--- src/rtl/hcb_pkg.sv ---
// ----------------------------------------------------------------------------
// Huffman code builder package
// Field widths and the control record shared by the builder and its scanner.
// ----------------------------------------------------------------------------
package hcb_pkg;

   localparam int SYMBOL_W    = 16;
   localparam int IN_WEIGHT_W = 24;
   localparam int WEIGHT_W    = 31;
   localparam int CODE_W      = 63;
   localparam int LENGTH_W    = 6;

   // Control of the two-minimum scanner for one cycle.
   typedef struct packed {
      logic clear;   // forget both candidates before a new pass
      logic take;    // present an active node for comparison
   } scan_ctl_type;

endpackage

--- src/rtl/hcb_pair_scan.sv ---
// ----------------------------------------------------------------------------
// Two-minimum scanner
// Tracks the lightest and second lightest node over one pass in index order.
// ----------------------------------------------------------------------------
module hcb_pair_scan
   import hcb_pkg::*;
#(
   parameter int IDX_W = 7
) (
   input  logic                clock,
   input  logic                reset,
   input  scan_ctl_type        ctl,
   input  logic [IDX_W-1:0]    node_idx,
   input  logic [WEIGHT_W-1:0] node_weight,
   output logic [IDX_W-1:0]    first_idx,
   output logic [WEIGHT_W-1:0] first_weight,
   output logic [IDX_W-1:0]    second_idx,
   output logic [WEIGHT_W-1:0] second_weight
);

   logic                first_found_ff, first_found_in;
   logic                second_found_ff, second_found_in;
   logic [IDX_W-1:0]    first_idx_ff, first_idx_in, second_idx_ff, second_idx_in;
   logic [WEIGHT_W-1:0] first_w_ff, first_w_in, second_w_ff, second_w_in;

   // Strict compares keep the earlier index on equal weights.
   always_comb begin
      first_found_in  = first_found_ff;
      second_found_in = second_found_ff;
      first_idx_in    = first_idx_ff;
      first_w_in      = first_w_ff;
      second_idx_in   = second_idx_ff;
      second_w_in     = second_w_ff;
      if (ctl.clear) begin
         first_found_in  = 1'b0;
         second_found_in = 1'b0;
      end else if (ctl.take) begin
         if (!first_found_ff || (node_weight < first_w_ff)) begin
            second_found_in = first_found_ff;
            second_idx_in   = first_idx_ff;
            second_w_in     = first_w_ff;
            first_found_in  = 1'b1;
            first_idx_in    = node_idx;
            first_w_in      = node_weight;
         end else if (!second_found_ff || (node_weight < second_w_ff)) begin
            second_found_in = 1'b1;
            second_idx_in   = node_idx;
            second_w_in     = node_weight;
         end
      end
   end

   always_ff @(posedge clock) begin
      if (reset) begin
         first_found_ff  <= 1'b0;
         second_found_ff <= 1'b0;
      end else begin
         first_found_ff  <= first_found_in;
         second_found_ff <= second_found_in;
      end
   end

   always_ff @(posedge clock) begin
      first_idx_ff  <= first_idx_in;
      first_w_ff    <= first_w_in;
      second_idx_ff <= second_idx_in;
      second_w_ff   <= second_w_in;
   end

   assign first_idx     = first_idx_ff;
   assign first_weight  = first_w_ff;
   assign second_idx    = second_idx_ff;
   assign second_weight = second_w_ff;

endmodule

--- config.mk ---
export PLATFORM = sky130hd
export DESIGN_NAME = hcb_pair_scan
export DESIGN_NICKNAME = d
export VERILOG_FILES = /design/src/rtl/hcb_pkg.sv /design/src/rtl/hcb_pair_scan.sv
export SDC_FILE = /design/constraint.sdc
export NUM_CORES = 1
export LEC_CHECK = 0
export CAP_MARGIN = 5
export CORE_ASPECT_RATIO = 1.75
export CORE_MARGIN = 5
export CORE_UTILIZATION = 55
export CTS_BUF_LIST = sky130_fd_sc_hd__clkbuf_4 sky130_fd_sc_hd__clkbuf_8
export CTS_CLUSTER_DIAMETER = 50
export DETAILED_ROUTE_END_ITERATION = 10
export DONT_BUFFER_PORTS = 1
export PLACE_DENSITY = 0.77
export SYNTH_ARGS = -nofsm -noshare
export SYNTH_HDL_FRONTEND = slang
export SYNTH_SLANG_ARGS = --single-unit
--- constraint.sdc ---
create_clock -name clock -period 5.4 [get_ports clock]
set_input_delay 0.81 -clock clock [delete_from_list [all_inputs] [get_ports clock]]
set_output_delay 0.81 -clock clock [all_outputs]
set_load 0.01 [all_outputs]
# Word-level counts from Yosys, hierarchy flattened
# Cells that the tools add are included.
[word_totals]
input_bits = 42
out_inout_bits = 76
regBits = 78
elab_cells = 25
[classes]
bitwise = 1
muxes = 6
reduce_logical = 10
n_lt_le_gt_ge = 2
[op_table]
columns = ["operator", "count"]
rows = [
  ["$lt A31 B31 Y1", 2],
  ["$mux W31", 2],
  ["$mux W7", 2],
  ["$reduce_and A3 Y1", 2],
  ["$reduce_and A2 Y1", 2],
  ["$logic_not A1 Y1", 2],
  ["$logic_or A1 B1 Y1", 2],
  ["$mux W1", 2],
  ["$reduce_bool A2 Y1", 1],
  ["$reduce_or A2 Y1", 1],
  ["$not A1 Y1", 1],
]

# Logic depth before layout (Yosys ltp)
# Gate-level depths: netlist of run 1.
[depth]
word_depth = 4
depth_mapped = 9
depth_no_buf = 8

# Worst setup path after synthesis of run 1
# OpenSTA, ideal clock, no wires.
[synth_timing]
kind = "input -> register"
start = "input node_weight[25]"
end = "register second_idx_ff[0] (netlist: second_idx[0]) (enable)"
required_ns = 4.997
setup_ns = 0.403
t_arrival_ns = 3.255
path_stages = 8
setup_slack_ns = 1.742
path_buffers = 1
cell_sequence = "ha_1 > a21oi_1 > nand2_1 > a221oi_1 > o21ai_1 > a22oi_2 > buf_6 > a311o_1"
[synth_via]
elab_chain_cells = 4
word_cells_on_any_way = 6
cone_classes = "order compare: 2; reduce/logical: 4"
[synth_rtl]
columns = ["item", "line", "text"]
rows = [
  ["from (decl)", "hcb_pair_scan.sv:14", "input logic [WEIGHT_W-1:0] node_weight,"],
  ["$lt A31 B31 Y1 (on tied branches)", "hcb_pair_scan.sv:38, hcb_pair_scan.sv:45", ""],
  ["$logic_or A1 B1 Y1 (on tied branches)", "hcb_pair_scan.sv:38, hcb_pair_scan.sv:45", ""],
  ["$reduce_bool A2 Y1 (no source line) *", "n/a", ""],
  ["$reduce_and A3 Y1 (no source line) *", "n/a", ""],
  ["to (signal assigned)", "hcb_pair_scan.sv:66", "second_idx_ff <= second_idx_in;"],
  ["to (decl)", "hcb_pair_scan.sv:23", "logic [IDX_W-1:0] first_idx_ff, first_idx_in, second_idx_ff, second_idx_in;"],
]
# Mark *: on every way between the ends. The rest lies on a longest branch, timed or not.
# A chain may end at the register's enable or synchronous reset.

# Worst setup path after layout of run 1
[layout_timing]
start = "register first_w_ff[18] (netlist: first_weight[18])"
end = "register second_w_ff[5] (netlist: second_weight[5]) (enable)"
[layout_via]
elab_chain_cells = 4
[layout_rtl]
columns = ["item", "line", "text"]
rows = [
  ["from (decl)", "hcb_pair_scan.sv:24", "logic [WEIGHT_W-1:0] first_w_ff, first_w_in, second_w_ff, second_w_in;"],
  ["from (signal assigned)", "hcb_pair_scan.sv:65", "first_w_ff <= first_w_in;"],
  ["$lt A31 B31 Y1", "hcb_pair_scan.sv:38", "if (!first_found_ff || (node_weight < first_w_ff)) begin"],
  ["$logic_or A1 B1 Y1", "hcb_pair_scan.sv:38", ""],
  ["$reduce_bool A2 Y1 (no source line)", "n/a", ""],
  ["$reduce_and A3 Y1 (no source line)", "n/a", ""],
  ["to (signal assigned)", "hcb_pair_scan.sv:67", "second_w_ff <= second_w_in;"],
  ["to (decl)", "hcb_pair_scan.sv:24", ""],
]
# Every way passes these cells.

==> impl_results.md, run 1 <==
- Run status: completed
- HP Class: in -> reg
- HP Start: reset
- Crit path from: first_weight[18]
- Critical path arrival: about 3.4 ns
- Antenna Cells: 0
- CTS Buffer Depth: 2
- Asr flop ratio synth: 0
- Critical path startpoint category: register
- CP max FO: 38
- Drt total wl: ~9400 um
- Max-cap viol count: 0
- Synth unique cells: 27
- Final Slew Violations: 0
- Syn_nets: around 450
- Pre-antenna DRT Iters: 5
- DR iter-0 viols: 102
- Final ANT Viol Nets: 0
- Nets: 460
- Setup crit end kind: register
- Final cell count without fillers: between 400 and 500
- TNS Setup: 0 ns
- Lkg Pwr: 2.129 nW
- Number of flops mapped to enable cells by yosys: 76
- Placed Cells incl. Taps: approximately 440
- Num rows: 43
- Top_reg_cell synth: edfxtp_1
- Post-synth top cells: edfxtp_1, inv_1, ha_1
- Syn. warnings: 0
- Final clock skew: 0.009322 ns
- Io pins: ~120
- Min Tclk post-route: 3.395 ns
- Worst r2r src: first_weight[18]
- Period Utilization, post-route: 0.6286
- Final Core Density: 0.6020
- Pin count of the biggest net entering global routing: 39
- Number of global-route vias before repair: ~2,900
- Drt via density: between 5 and 6
- Total grt overflow: 0
- Crit Path Category: reg -> reg
- DR vias: roughly 2,700
- GRT Total Usage: 0.1903
- Initial antenna violation count: 0
- RSZ-0062 raised after global routing: no
- Root Buffer Master: clkbuf_8
- Syn Inst Count: 349
- Cell with the most instances after synthesis: edfxtp_1
- Total CTS buffers: 9
- Final hold slack: 0.5296 ns
- Hold-fix buffers, CTS: 0
- HPWL Detailed: between 7000 and 8000 um
- WP data required: 5.37 ns
- Cell Area, Synth: 0.004415 mm^2
- Fmax: between 200 and 300 MHz
- Sequential share of the synthesized area: 0.5259
- Clk_lat worst skew: between 0.3 and 0.4 ns
- Largest area contributor in the netlist: edfxtp_1
- DRC: 0
- PD cells: around 310 mW/mm^2
- Port bufs: 0
- Hold Fails Final Rpt: 0
- WL per Instance: around 21 um
- Core area: 0.007909 mm^2
- Synth top area share: 0.5169
- Routed wl met2: about 5100 um
- Worst vdd ir: 0.1721 mV
- Die Area: approximately 0.01 mm^2
- Post-cts resize count: 0
- Met1 wire length: approximately 3300 um
- Die Height: around 130 um
- Post-CTS Setup Inserts: 0
- Die W: 77.73 um
- Rel. slew slack: 0.3487
- Top sig layer: met4
- Clock sinks: slightly below 80
- Layout cells sized above 1: 0.1598
- Worst slew pin tran: 0.9770 ns
- Largest cells by area after synthesis: edfxtp_1, ha_1, mux2_4
- Synthesis-to-layout area growth: 7.821%
- Worst-path clk slew: around 0.080 ns
- Initial Util: 0.5583
- Met3 WL: just under 800 um
- Final setup viols: 0
- GPL Wtd Cong: 0.8351
- First-pass GRT wire length: roughly 15,000 um
- Avg Synthesized Cell Area: roughly 13 um^2
- CTS tree: yes
- H-tree depth: 3
- Post-synthesis sequential element count: 78
[flip-flops by register name (all words and copies together) (netlist names)]
name	cells
first_found_ff	1
first_idx	7
first_weight	31
second_found_ff	1
second_idx	7
second_weight	31
[logic make-up after synthesis]
logic type | after synthesis | synth area share
DFF | 78 | 0.5259
adders and majority gates | 60 | 0.1700
and+or+nand+nor | 52 | 0.05384
buffers and inverters | 66 | 0.06291
AOI/OAI and AO/OA | 54 | 0.07198
muxes | 39 | 0.1153
[worst max-delay path: stages, from the launching register on]
cell,delay [ns]
edfxtp_1,0.44
inv_1,0.07
ha_1,0.31
a21oi_1,0.15
o21ai_0,0.13
a221oi_1,0.26
o21ai_1,0.13
a22oi_2,0.22
buf_4,0.38
a311o_2,0.91
[final cells by class]
type                       count  area [um^2]
tap                           90        112.6
clock inverter                 7        136.4
fill                         648         3148
sequential                    78         2322
clock buffer                   9        123.9
timing repair buffer           2        15.01
inverter                      62        232.7
multi-input combinational    205         1818
[routing by layer]
layer,vias up,global-route usage
met5,-,0
met4,0,0.08198
met3,17,0.07563
met2,105,0.3402
met1,1305,0.1923
li1,1280,-
[worst paths after layout]
check,endpoint,slack [ns],depth (start not counted)
setup / recovery,second_weight[5],2.01,9
hold / removal,first_found_ff,0.53,1
setup reg to reg,second_weight[5],2.01,9
hold reg to reg,second_found_ff,0.54,2
[metrics by stage]
step,instance area [um^2],total power [mW],setup WS (ns)
2_1_floorplan,4415,0.8972,1.742
3_3_place_gp,4501,0.9379,1.741
3_5_place_dp,4501,0.9482,1.668
4_1_cts,4761,1.518,1.957
5_1_grt,4761,1.570,1.764
6_report,4761,1.499,2.005
[where the power goes]
| part | internal [mW] | switching (mW) |
|---|---|---|
| registers | 0.717 | 0.0475 |
| logic | 0.0726 | 0.0937 |
| clock network | 0.351 | 0.216 |
[layout by cell type (no fill, tap or decap), types with 9 or more instances in the layout]
cell | synthesis | routed
nand2_1 | 22 | 22
o21ai_0 | 12 | 12
mux2_2 | 19 | 19
ha_1 | 60 | 60
a21oi_1 | 29 | 29
mux2_4 | 19 | 19
inv_1 | 62 | 62
clkbuf_8 | 0 | 9
nor2_1 | 9 | 9
edfxtp_1 | 76 | 76
(Power assumes the default switching activity.)
==> run 2, diff against run 1 <==
--- a/config.mk
+++ b/config.mk
@@ -13,7 +13,7 @@
 export CTS_CLUSTER_DIAMETER = 50
 export DETAILED_ROUTE_END_ITERATION = 10
 export DONT_BUFFER_PORTS = 1
-export PLACE_DENSITY = 0.77
+export PLACE_DENSITY = 0.8
 export SYNTH_ARGS = -nofsm -noshare
 export SYNTH_HDL_FRONTEND = slang
 export SYNTH_SLANG_ARGS = --single-unit
==> constraint.sdc (replaced) <==
create_clock -name clock -period 2.8 [get_ports clock]
set_input_delay 0.42 -clock clock [delete_from_list [all_inputs] [get_ports clock]]
set_output_delay 0.42 -clock clock [all_outputs]
set_load 0.01 [all_outputs]
==> run 2 against run 1 <==
Combinational power increased by 130%. Sequential cell count is the same. Die area unchanged. Highest routed layer unchanged. Routed wire length increased by 4.5%. Cell area increased by 4.5%. Power increased by 75%. Sequential power increased by 91%. Worst hold slack worse by 0.38 ns. Largest cell class unchanged.
==> impl_results.md, run 2 (synthesis gave the netlist of run 1 again) <==
- Run status: completed
- Worst vdd ir: 0.3449 mV
- DR iter-0 viols: between 100 and 150
- Lkg Pwr: about 2.3 nW
- Pwr Total: roughly 2.6 mW
- Die Height: around 130 um
- Hold Fails Final Rpt: 0
- Fmax: around 380 MHz
- TNS Setup: 0 ns
- Initial antenna violation count: 0
- Worst slew pin tran: ~0.4 ns
- Crit Path Category: reg -> reg
- Design area: 0.004977 mm^2
- Worst-path clk slew: 0.07 ns
- Total grt overflow: 0
- Antenna Cells: 0
- Drt total wl: 9768 um
- Final setup viols: 0
- DP Area: 0.004800 mm^2
- DR vias: ~2,800
- WP data required: approximately 2.9 ns
- Io pins: about 120
- Register-to-Register Path Depth: 10
- Total CTS buffers: 9
- Final clock skew: 0.007681 ns
- Worst r2r dst: second_weight[12]
- Min Tclk post-route: ~2.6 ns
- HP Class: in -> reg
- First-pass GRT wire length: around 15,000 um
- Final hold slack: between 0.15 and 0.2 ns
- Max stage delay cell, worst path: edfxtp_1
- CP max FO: 20
- Port bufs: 0
- Core area: slightly below 0.008 mm^2
- Final setup margin: 0.1547 ns
- CTS tree: yes
- Worst Hold Path Cells: 1
- Pre-antenna DRT Iters: 4
- Placed Cells incl. Taps: ~470
- Pin count of the biggest net entering global routing: 22
- Num rows: 43
- Worst r2r src: first_weight[22]
- HP Start: reset
- GRT Total Usage: 0.2002
- Flop-to-flop setup slack: approximately 0.15 ns
- H-tree depth: 3
- Synthesis-to-layout area growth: 12.72%
- Max-cap viol count: 0
- Commonest non-fill, non-tap cell in the layout: edfxtp_1
- Drt via density: between 5 and 6
- CTS Buffer Depth: 2
- Delay of the slowest cell on the worst path: approximately 0.40 ns
- Post-Place Worst Slack: 0.01342 ns
- Rel. slew slack: 0.7353
- Critical path arrival: 2.69 ns
- PD cells: around 530 mW/mm^2
- HPWL Detailed: ~8000 um
- Setup crit end kind: register
- Hold-fix buffers, CTS: 0
- Final Slew Violations: 0
- Final Core Density: 0.6293
- Critical path, cell by cell: inv_1 > ha_1 > a21oi_1 > o21ai_0 > a221oi_1 > o21ai_1 > a22oi_2 > buf_4 > a311o_2 > buf_12
- Hold Path Sink: second_found_ff
- Layout cells sized above 1: 0.2214
- Die W: a little under 80 um
- Period Utilization, post-route: 0.9448
- RSZ-0062 raised after global routing: no
- Critical path startpoint category: register
- Post-cts resize count: 0
- Nets: slightly below 500
- Root Buffer Master: clkbuf_8
- WL per Instance: just over 20 um
- Highest-count cells in the layout ignoring fill and taps: edfxtp_1, inv_1, ha_1
- Die Area: 0.009991 mm^2
- Clk_lat worst skew: 0.34 ns
- Post-CTS Setup Inserts: 0
- Initial Util: 0.5583
- GPL Wtd Cong: 0.9151
- Final cell count without fillers: 483
- DRC: 0
- Number of global-route vias before repair: a little over 3,000
- Clock sinks: slightly below 80
- Final ANT Viol Nets: 0
run 2: report_power, final:
| part | internal [mW] | switching, mW |
|---|---|---|
| combinational | 0.179 | 0.206 |
| sequential | 1.38 | 0.0802 |
| clock | 0.396 | 0.380 |
run 2: per-layer routing:
layer  global-route usage  wire length, um
met5                    0                0
met4              0.07591              150
met3              0.06653              705
met2               0.3781             5527
met1               0.1966             3386
run 2: area by class of cell:
class	count	area [um^2]
fillers	617	2932
flip-flops and latches	78	2322
multi-input cells	205	1822
repair buffers	33	310.3
inverters	62	232.7
clock buffers	9	123.9
well taps	90	112.6
clock inverters	6	53.80
run 2: critical path, delay by kind of cell (launching register included):
kind / cells / cell delay [ns]
buf+inv: 3 / 0.46
compound gates: 6 / 1.24
flops: 1 / 0.40
fa+ha+maj: 1 / 0.25
run 2: how the worst max path moves through the flow:
stage / slack [ns] / endpoint / startpoint
3_5_place_dp: 0.01 / second_weight[12] / node_weight[4]
3_3_place_gp: 0.07 / second_weight[5] / node_weight[2]
5_1_grt: 0.0008 / second_weight[5] / first_weight[22]
4_1_cts: 0.01 / second_weight[5] / first_weight[4]
2_1_floorplan: 0.0006 / second_idx[0] / first_weight[29]
6_report: 0.15 / second_weight[12] / first_weight[22]
